File: src/ptd_pkg.sv
// Shared types and codes for the polygon-mode triangle decomposition block.
`timescale 1ns / 1ps
package ptd_pkg;

  localparam int COORD_BITS = 24;
  localparam int CFG_IDX_W  = 3;
  localparam int CFG_DATA_W = 2;

  typedef enum logic [CFG_IDX_W-1:0] {
    CFG_FRONT_MODE  = 3'd0,
    CFG_BACK_MODE   = 3'd1,
    CFG_FRONT_CCW   = 3'd2,
    CFG_FACE_INVERT = 3'd3,
    CFG_FACE_ENABLE = 3'd4
  } cfg_idx_t;

  typedef enum logic [1:0] {
    MODE_FILL  = 2'd0,
    MODE_LINE  = 2'd1,
    MODE_POINT = 2'd2
  } fill_mode_t;

  typedef enum logic [1:0] {
    KIND_TRI     = 2'd0,
    KIND_LINE    = 2'd1,
    KIND_POINT   = 2'd2,
    KIND_STIPPLE = 2'd3
  } kind_t;

  typedef struct packed {
    logic signed [COORD_BITS-1:0] pos_x0;
    logic signed [COORD_BITS-1:0] pos_y0;
    logic signed [COORD_BITS-1:0] pos_x1;
    logic signed [COORD_BITS-1:0] pos_y1;
    logic signed [COORD_BITS-1:0] pos_x2;
    logic signed [COORD_BITS-1:0] pos_y2;
    logic [2:0]                   prim_edge_flags;
    logic [2:0]                   vertex_edge_flags;
    logic                         stipple_clear;
  } in_t;

  typedef struct packed {
    logic [1:0] result_kind;
    logic [1:0] first_vertex;
    logic [1:0] second_vertex;
    logic       face_bit;
    logic       last_result;
  } out_t;

  // One queued result, face and last flag added at issue
  typedef struct packed {
    logic [1:0] kind;
    logic [1:0] first;
    logic [1:0] second;
  } item_t;

  // Orientation stage result handed to the emitter
  typedef struct packed {
    logic       neg;
    logic       zero;
    logic [2:0] en;
    logic       rs;
  } orient_t;

endpackage

File: src/ptd_orient.sv
// Three-stage pipeline computing the exact sign of the triangle area.
`timescale 1ns / 1ps
module ptd_orient (
  input  logic            clk,
  input  logic            rst_n,
  input  logic            in_valid,
  input  ptd_pkg::in_t    in_data,
  output logic            in_ready,
  output logic            res_valid,
  output ptd_pkg::orient_t res_data,
  input  logic            res_take
);
  import ptd_pkg::*;

  localparam int DW = COORD_BITS + 1;
  localparam int PW = 2 * DW;

  // stage 1: edge differences
  logic                 v1_r;
  logic signed [DW-1:0] da_r, db_r, dc_r, dd_r;
  logic [2:0]           en1_r;
  logic                 rs1_r;
  // stage 2: cross products
  logic                 v2_r;
  logic signed [PW-1:0] p1_r, p2_r;
  logic [2:0]           en2_r;
  logic                 rs2_r;
  // stage 3: sign
  logic                 v3_r;
  orient_t              o3_r;

  logic rdy1, rdy2, rdy3;
  logic signed [DW-1:0] x0e, y0e, x1e, y1e, x2e, y2e;
  logic [PW:0]          diff;

  assign rdy3     = !v3_r || res_take;
  assign rdy2     = !v2_r || rdy3;
  assign rdy1     = !v1_r || rdy2;
  assign in_ready = rdy1;

  assign x0e = $signed({in_data.pos_x0[COORD_BITS-1], in_data.pos_x0});
  assign y0e = $signed({in_data.pos_y0[COORD_BITS-1], in_data.pos_y0});
  assign x1e = $signed({in_data.pos_x1[COORD_BITS-1], in_data.pos_x1});
  assign y1e = $signed({in_data.pos_y1[COORD_BITS-1], in_data.pos_y1});
  assign x2e = $signed({in_data.pos_x2[COORD_BITS-1], in_data.pos_x2});
  assign y2e = $signed({in_data.pos_y2[COORD_BITS-1], in_data.pos_y2});

  assign diff = {p1_r[PW-1], p1_r} - {p2_r[PW-1], p2_r};

  always_ff @(posedge clk) begin
    if (!rst_n) begin
      v1_r <= 1'b0;
      v2_r <= 1'b0;
      v3_r <= 1'b0;
    end else begin
      if (rdy1) v1_r <= in_valid;
      if (rdy2) v2_r <= v1_r;
      if (rdy3) v3_r <= v2_r;
    end
  end

  always_ff @(posedge clk) begin
    if (rdy1) begin
      da_r  <= x0e - x2e;
      db_r  <= y1e - y2e;
      dc_r  <= y0e - y2e;
      dd_r  <= x1e - x2e;
      en1_r <= in_data.prim_edge_flags & in_data.vertex_edge_flags;
      rs1_r <= in_data.stipple_clear;
    end
    if (rdy2) begin
      p1_r  <= da_r * db_r;
      p2_r  <= dc_r * dd_r;
      en2_r <= en1_r;
      rs2_r <= rs1_r;
    end
    if (rdy3) begin
      o3_r.neg  <= diff[PW];
      o3_r.zero <= (diff == '0);
      o3_r.en   <= en2_r;
      o3_r.rs   <= rs2_r;
    end
  end

  assign res_valid = v3_r;
  assign res_data  = o3_r;

endmodule

File: src/polygon_mode_triangle_decompose.sv
// Top level: polygon-mode triangle decomposition into fill, lines or points.
`timescale 1ns / 1ps
// A triangle transaction is taken at a clock edge with start high and busy low.
// The area sign is formed in a three-stage pipeline (edge differences,
// cross products, subtract), then a result emitter expands the triangle into
// 0..4 results and drives them one per cycle on out_result with out_valid.
// Each result is driven from the emitter's output register. A triangle
// occupies the single result port while its results are issued, or while it
// is loaded if it causes none, and the emitter loads the next triangle while
// it issues the last queued result; line mode with a stipple reset causes the
// most results. The receiver cannot stall: every result is valid for exactly
// one cycle. busy rises only when the emitter still holds two or more results
// and the pipeline behind it is full. Configuration writes are always ready
// and must be made only while no triangle is in flight.
module polygon_mode_triangle_decompose (
  input  logic                            clk,
  input  logic                            rst_n,
  input  logic                            start,
  output logic                            busy,
  input  ptd_pkg::in_t                    in_data,
  output logic                            out_valid,
  output ptd_pkg::out_t                   out_result,
  input  logic                            cfg_valid,
  output logic                            cfg_ready,
  input  logic [ptd_pkg::CFG_IDX_W-1:0]   cfg_index,
  input  logic [ptd_pkg::CFG_DATA_W-1:0]  cfg_data
);
  import ptd_pkg::*;

  // configuration registers
  logic [1:0] front_mode_r, back_mode_r;
  logic       front_ccw_r, face_inv_r, face_en_r;

  // orientation pipeline
  logic    o_ready, o_valid, o_take;
  orient_t o_data;

  // emitter: up to four queued results
  item_t      list_r [4];
  item_t      list_nxt [4];
  logic [2:0] left_r, left_nxt;
  logic [1:0] idx_r, idx_nxt;
  logic       face_r, face_nxt;
  logic       out_valid_r, out_valid_nxt;
  out_t       out_r, out_nxt;

  logic       load_ok, load;
  logic       front, face_calc;
  logic [1:0] mode;
  item_t      cand [4];
  logic [3:0] cv;
  item_t      build [4];
  logic [2:0] n;

  assign cfg_ready = 1'b1;

  always_ff @(posedge clk) begin
    if (!rst_n) begin
      front_mode_r <= MODE_FILL;
      back_mode_r  <= MODE_FILL;
      front_ccw_r  <= 1'b1;
      face_inv_r   <= 1'b0;
      face_en_r    <= 1'b0;
    end else if (cfg_valid && cfg_ready) begin
      case (cfg_index)
        CFG_FRONT_MODE:  front_mode_r <= cfg_data;
        CFG_BACK_MODE:   back_mode_r  <= cfg_data;
        CFG_FRONT_CCW:   front_ccw_r  <= cfg_data[0];
        CFG_FACE_INVERT: face_inv_r   <= cfg_data[0];
        CFG_FACE_ENABLE: face_en_r    <= cfg_data[0];
        default: ;
      endcase
    end
  end

  ptd_orient u_orient (
    .clk       (clk),
    .rst_n     (rst_n),
    .in_valid  (start),
    .in_data   (in_data),
    .in_ready  (o_ready),
    .res_valid (o_valid),
    .res_data  (o_data),
    .res_take  (o_take)
  );

  assign busy = !o_ready;

  // emitter takes a new triangle while it issues its last queued result
  assign load_ok = (left_r <= 3'd1);
  assign o_take  = o_valid && load_ok;
  assign load    = o_take;

  // face and mode selection; zero area counts as clockwise and never front
  always_comb begin
    if (front_ccw_r) begin
      front = o_data.neg;
      mode  = o_data.neg ? front_mode_r : back_mode_r;
    end else begin
      front = !o_data.neg && !o_data.zero;
      mode  = o_data.neg ? back_mode_r : front_mode_r;
    end
    face_calc = face_en_r && (front ^ face_inv_r);
  end

  // candidate results in issue order, then packed to the front
  always_comb begin
    for (int i = 0; i < 4; i++) cand[i] = '0;
    cv = '0;
    case (mode)
      MODE_LINE: begin
        cand[0] = '{kind: KIND_STIPPLE, first: 2'd0, second: 2'd0};
        cand[1] = '{kind: KIND_LINE,    first: 2'd2, second: 2'd0};
        cand[2] = '{kind: KIND_LINE,    first: 2'd0, second: 2'd1};
        cand[3] = '{kind: KIND_LINE,    first: 2'd1, second: 2'd2};
        cv      = {o_data.en[1], o_data.en[0], o_data.en[2], o_data.rs};
      end
      MODE_POINT: begin
        cand[0] = '{kind: KIND_POINT, first: 2'd0, second: 2'd0};
        cand[1] = '{kind: KIND_POINT, first: 2'd1, second: 2'd0};
        cand[2] = '{kind: KIND_POINT, first: 2'd2, second: 2'd0};
        cv      = {1'b0, o_data.en};
      end
      default: begin
        cand[0] = '{kind: KIND_TRI, first: 2'd0, second: 2'd0};
        cv      = 4'b0001;
      end
    endcase
    for (int i = 0; i < 4; i++) build[i] = '0;
    n = '0;
    for (int i = 0; i < 4; i++) begin
      if (cv[i]) begin
        build[n[1:0]] = cand[i];
        n = n + 3'd1;
      end
    end
  end

  always_comb begin
    for (int i = 0; i < 4; i++) list_nxt[i] = list_r[i];
    left_nxt      = left_r;
    idx_nxt       = idx_r;
    face_nxt      = face_r;
    out_valid_nxt = 1'b0;
    out_nxt       = out_r;
    if (left_r != 3'd0) begin
      out_valid_nxt         = 1'b1;
      out_nxt.result_kind   = list_r[idx_r].kind;
      out_nxt.first_vertex  = list_r[idx_r].first;
      out_nxt.second_vertex = list_r[idx_r].second;
      out_nxt.face_bit      = face_r;
      out_nxt.last_result   = (left_r == 3'd1);
      left_nxt              = left_r - 3'd1;
      idx_nxt               = idx_r + 2'd1;
    end
    if (load) begin
      for (int i = 0; i < 4; i++) list_nxt[i] = build[i];
      left_nxt = n;
      idx_nxt  = '0;
      face_nxt = face_calc;
    end
  end

  always_ff @(posedge clk) begin
    if (!rst_n) begin
      left_r      <= '0;
      out_valid_r <= 1'b0;
    end else begin
      left_r      <= left_nxt;
      out_valid_r <= out_valid_nxt;
    end
  end

  always_ff @(posedge clk) begin
    for (int i = 0; i < 4; i++) list_r[i] <= list_nxt[i];
    idx_r  <= idx_nxt;
    face_r <= face_nxt;
    out_r  <= out_nxt;
  end

  assign out_valid  = out_valid_r;
  assign out_result = out_r;

`ifndef NO_ASSERTIONS
  // busy only when the emitter is backed up behind a full pipeline
  a_busy_cause: assert property (@(posedge clk) disable iff (!rst_n)
    busy |-> (o_valid && (left_r > 3'd1)))
    else $error("busy without a backed-up emitter");

  // a result that is not the last is always followed by another
  a_burst_cont: assert property (@(posedge clk) disable iff (!rst_n)
    (out_valid_r && !out_r.last_result) |=> out_valid_r)
    else $error("result burst broken before last result");

  // a triangle pass is always the only result of its transaction
  a_tri_last: assert property (@(posedge clk) disable iff (!rst_n)
    (out_valid_r && (out_r.result_kind == KIND_TRI)) |-> out_r.last_result)
    else $error("triangle pass not marked last");

  // queue never holds more than four results
  a_left_range: assert property (@(posedge clk) disable iff (!rst_n)
    left_r <= 3'd4)
    else $error("emitter count out of range");
`endif

endmodule

File: config.mk
export PLATFORM = sky130hd
export DESIGN_NAME = polygon_mode_triangle_decompose
export DESIGN_NICKNAME = d
export VERILOG_FILES = /design/src/ptd_pkg.sv /design/src/ptd_orient.sv /design/src/polygon_mode_triangle_decompose.sv
export SDC_FILE = /design/constraint.sdc
export NUM_CORES = 2
export LEC_CHECK = 0
export ABC_AREA = 1
export BUFFER_PORTS_ARGS = -buffer_cell sky130_fd_sc_hd__buf_2
export CORE_MARGIN = 2
export CORE_UTILIZATION = 55
export CTS_BUF_LIST = sky130_fd_sc_hd__clkbuf_16
export DETAILED_ROUTE_END_ITERATION = 10
export GPL_TIMING_DRIVEN = 0
export HOLD_SLACK_MARGIN = 0.05
export PLACE_DENSITY = 0.75
export SYNTH_ARGS = -nofsm -noshare
export SYNTH_HDL_FRONTEND = slang
export SYNTH_SLANG_ARGS = --single-unit
File: constraint.sdc
create_clock -name clk -period 8 [get_ports clk]
set_clock_uncertainty 0.05 [all_clocks]
set_input_delay 0.4 -clock clk [delete_from_list [all_inputs] [get_ports clk]]
set_output_delay 0.4 -clock clk [all_outputs]
set_load 0.02 [all_outputs]
# == Word-level counts from Yosys, hierarchy flattened ==
# Memory sizes are Yosys's and may differ from the RTL's. A register that Yosys moved wholly into a read port is not among the register bits.
# Cells that the tools add are included.
# word_totals
memories,1
latch_bits,0
ramBits,24
mem_bits_ro,0
output_inout_bits,11
ff_bits,233
# op_classes
bitwise_logic,5
addsub,10
n_mul,2
eq_ne,8
n_div,0
order_cmp,7
n_reduce_logical,24
mux,29
shift,0
# mem_list
memory,words,word_bits,read_ports,rd_ports_with_merged_regs,write_ports,line,source
list_r,4,6,1,1,4,polygon_mode_triangle_decompose.sv:39,item_t list_r [4];
# ops
op,count
$mul A25 B25 Y50,2
$sub A24 B24 Y25,4
$mux W24,4
$bwmux W24,3
$logic_not A51 Y1,1
$sub A50 B50 Y51,1
$demux W6 S2,3
$mux W6,4
$pmux W12 S2,1
$mux W3,5
$pmux W6 S2,1
$reduce_and A2 Y1,5
$add A3 B1 Y3 const B,3
$ge A3 B3 Y1 const B,3
$lt A3 B1 Y1 const B,3
$not A2 Y3,3
$pmux W4 S2,1
$eq A3 B1 Y1 const B,2
$eq A3 B2 Y1 const B,2
$logic_and A1 B1 Y1,6
$logic_not A1 Y1,6
$mux W2,3
$mux W5,1
$and A3 B3 Y3,1
other kinds (13),17

# == Longest topological paths before layout ==
# logic_depth
depth_word,17
depth_mapped,31
mapped_depth_nobuf,29

# == Hierarchy ==
# Synthesis repeated with hierarchy kept, for this count alone.
# hier_totals
hier_cells,7578
hier_area_um2,63385.8
# modules_own_cells
mod,area_each_um2,cells_each,seq_area_each_um2,instances
ptd_orient,61208.7,7326,6486.2,1
polygon_mode_triangle_decompose,2177.1,252,1131.1,1

# == Worst setup path before layout ==
# Ideal clock, no wire load.
# synth_timing
kind,register to register
start,register u_orient.da_r[13]
end,"register u_orient.p1_r[48], data pin"
stages_incl_launch_ff,31
arrival_ps,6288
period_less_slack_ps,6596
slack_ps,1404
path_cell_list,edfxtp_1 > clkbuf_1 > clkbuf_1 > nand2_1 > fa_1 > inv_1 > fa_1 > inv_1 > fa_1 > inv_1 > fa_1 > inv_1 > fa_1 > inv_1 > fa_1 > inv_1 > fa_1 > inv_1 > ha_1 > a21oi_1 > inv_1 > a31oi_1 > o21ai_0 > a21oi_1 > o21a_1 > o21ai_1 > nand2_1 > nand2_1 > a21o_1 > a21oi_1 > xnor2_1
# synth_via
elab_chain_len,1
# synth_lines
item,line,source
"start, declared",ptd_orient.sv:20,"logic signed [DW-1:0] da_r, db_r, dc_r, dd_r;"
"start signal, assigned",ptd_orient.sv:64,da_r <= x0e - x2e;
$mul A25 B25 Y50,ptd_orient.sv:72,p1_r <= da_r * db_r;
"end signal, assigned",ptd_orient.sv:72,
"end, declared",ptd_orient.sv:25,"logic signed [PW-1:0] p1_r, p2_r;"
# Every way passes these cells.
# A chain may end at the register's enable or synchronous reset.

# == Worst setup path after layout ==
# layout_timing
start,register u_orient.da_r[17]
end,"register u_orient.p1_r[43], data pin"
# The elaborated chain is that of the path after synthesis.

==> results.json <==
{
  "outcome": "finished clean",
  "yosys_warnings": 0,
  "gr-total-overflow": 0,
  "gp_congestion": 1.07,
  "layout-drive-gt1-share_pct": 6.28,
  "start_util_pct": 55.4,
  "drc": 0,
  "placementRows": 124,
  "clk_path_buf_depth": 3,
  "vias": 50800,
  "cts_tree": "yes",
  "cp.required_ns": 8.28,
  "dieArea_um2": 118000,
  "area_growth_pct": 7.34,
  "nets": 9696,
  "hp-class": "input pin to register",
  "setup_viol": 0,
  "synthCells": 7571,
  "startpoint": "u_orient.da_r[17]",
  "wirelength_um": 207000,
  "post-route-period-util_pct": 98.6,
  "hold_slack_ns": 0.0766,
  "tightest_slew_ns": 1.05,
  "cp-end-kind": "register",
  "grt_pass1_vias": 52200,
  "ys.flop_type": "edfxtp_1",
  "cts_root_buffer": "clkbuf_16",
  "final_common_cell": "inv_1",
  "slew_violations": 0,
  "firstDrtPassIters": 9,
  "grt_start_max_net_pins": 78,
  "clkTransAtPathRegs_ns": 0.06,
  "antenna_found_initial": 12,
  "cp.arrival_ns": 8.17,
  "cp_slowest_stage_delay_ns": 0.77,
  "fmax_mhz": 127,
  "route.antenna.remaining_nets": 0,
  "fp.coreArea_um2": 114000,
  "synth-seq-area-share_pct": 12.0,
  "slew_headroom_pct": 29.3,
  "die_w_um": 343,
  "placement.io_buffers": 169,
  "drt-vias-per-instance": 5.45,
  "numCtsBuffers": 30,
  "crit_path_max_fanout": 10,
  "synth_nets": 9493,
  "yosys.area.top_type": "fa_1",
  "cts_sinks": 259,
  "io_pins": 171,
  "clk_latency_ns": 0.60,
  "synth-edff-count": 243,
  "grt_usage_pct": 35.9,
  "maxCapViolations": 0,
  "synth.distinct_cells": 62,
  "rsz0062_at_grt": "true",
  "reg2reg_from": "u_orient.da_r[17]",
  "hold_viol": 0,
  "path_class": "register to register",
  "synthTopCellsByArea": "fa_1 (42%), inv_1 (13%), edfxtp_1 (12%)",
  "grt_pass1_wl_um": 311000,
  "dp_hpwl_um": 176000,
  "synth_seq_cells": 259,
  "die_y_um": 343,
  "first_iter_violations": 5298,
  "mostFrequentLayoutCells": "inv_1 (2264), nand2_1 (1646), fa_1 (1317)",
  "synth_top_area_share_pct": 41.8,
  "avgRoutedWirePerCell_um": 22.3,
  "period_minus_slack_ns": 7.89,
  "cpMaxStageDelayCell": "edfxtp_1",
  "hold_path.startpoint": "in_data[5]",
  "htreeDepth": 1,
  "async_flop_share_pct": 0,
  "synth_area_um2": 63300,
  "syn_avg_cell_area_um2": 8.36,
  "start_kind": "register"
}
-- path summary, 6_finish.rpt --
path,to,slack (ns),cells after the start
setup reg to reg,u_orient.p1_r[43],0.11,26
hold reg to reg,u_orient.res_data[3],0.36,0
hold / removal,u_orient.en1_r[1],0.08,3
setup / recovery,u_orient.p1_r[43],0.11,26
-- kinds of logic (layout without fill, tap and decap cells) --
group	after synthesis	in the layout	share of synthesized area [%]
adder cells (fa/ha/maj)	1762	1762	50.5
buffers and inverters	2565	2792	15.2
AND/OR/NAND/NOR	2119	2119	13.2
multiplexers	1	1	0.0237
other	1	2	0.00592
XOR/XNOR	233	233	3.22
AO/OA/AOI/OAI	631	631	5.84
flip-flops	259	259	12.0
-- worst max-delay path: cells and delay by family, from the launching register on --
family	cells	cell delay, ns
AO/OA/AOI/OAI	6	1.63
XOR/XNOR	1	0.11
adder cells (fa/ha/maj)	8	3.84
buffers and inverters	8	0.81
flip-flops	1	0.77
AND/OR/NAND/NOR	3	0.40
-- final cells by class --
type                       instances  area [um2]
multi-input combinational       4747       46100
fill                           10300       46200
buffer                           226        1010
clock buffer                      31         776
timing repair buffer             246        1820
sequential                       259        7620
tap                             1512        1890
antenna                            1        2.50
clock inverter                    25         256
inverter                        2264        8500
-- through the flow --
step	setup WS (ns)	setup TNS, ns	cell area (um2)	util (%)	cells
6_report	0.112	0	68000	59.5	9311
3_3_place_gp	-0.287	-25.50	66000	57.8	9252
4_1_cts	0.00184	0	67200	58.8	9305
3_5_place_dp	-0.341	-4.46	66100	57.9	9255
2_1_floorplan	1.40	0	63300	-	7571
5_1_grt	-0.0475	-0.0475	67900	59.5	9310
-- timing repair --
action                                  4_1_cts  5_1_grt
resized for setup                            21      229
setup buffers                                 0       66
endpoints found under the setup margin       29       40
hold endpoints to repair                      7        0
hold buffers                                  8        0
-- synthesized netlist by cell type, types with 3 or more instances --
library cell  instances
inv_1              2261
nand2_1            1646
fa_1               1321
ha_1                441
clkbuf_1            299
a21oi_1             297
nor2_1              272
edfxtp_1            243
xor2_1              135
o21ai_0             123
xnor2_1              98
nand3_1              91
a31oi_1              43
nor3_1               29
nand4_1              27
o21a_1               22
o21ai_1              22
dfxtp_1              16
a21o_1               15
o21ai_2              15
or2_2                14
a21oi_2              13
nand2_2              11
o211ai_1             11
o21bai_1             11
a21boi_2              9
nor4_1                9
o221ai_1              9
nand3b_1              8
a21boi_0              6
o22ai_1               5
o31ai_1               4
a221oi_1              3
a41oi_1               3
nand3_2               3
nor2_2                3
-- registers in the layout, indices dropped and copies added (netlist names), 2 cells and up --
register	cells
u_orient.p1_r	50
u_orient.p2_r	50
u_orient.da_r	25
u_orient.db_r	25
u_orient.dc_r	25
u_orient.dd_r	25
list_r	20
out_result	8
u_orient.res_data	6
left_r	3
u_orient.en1_r	3
u_orient.en2_r	3
back_mode_r	2
front_mode_r	2
idx_r	2
-- layer usage --
metal	vias to the layer above	global-route usage, %	part of all wire (%)
met5	-	0	0.029
met4	8	17.6	6.2
met3	577	12.9	14
met2	2894	52.4	42
met1	25000	47.6	38
li1	22300	-	-
Power is not shown: default switching activity piles up to over one toggle a cycle in this logic, so the estimate is an artifact.
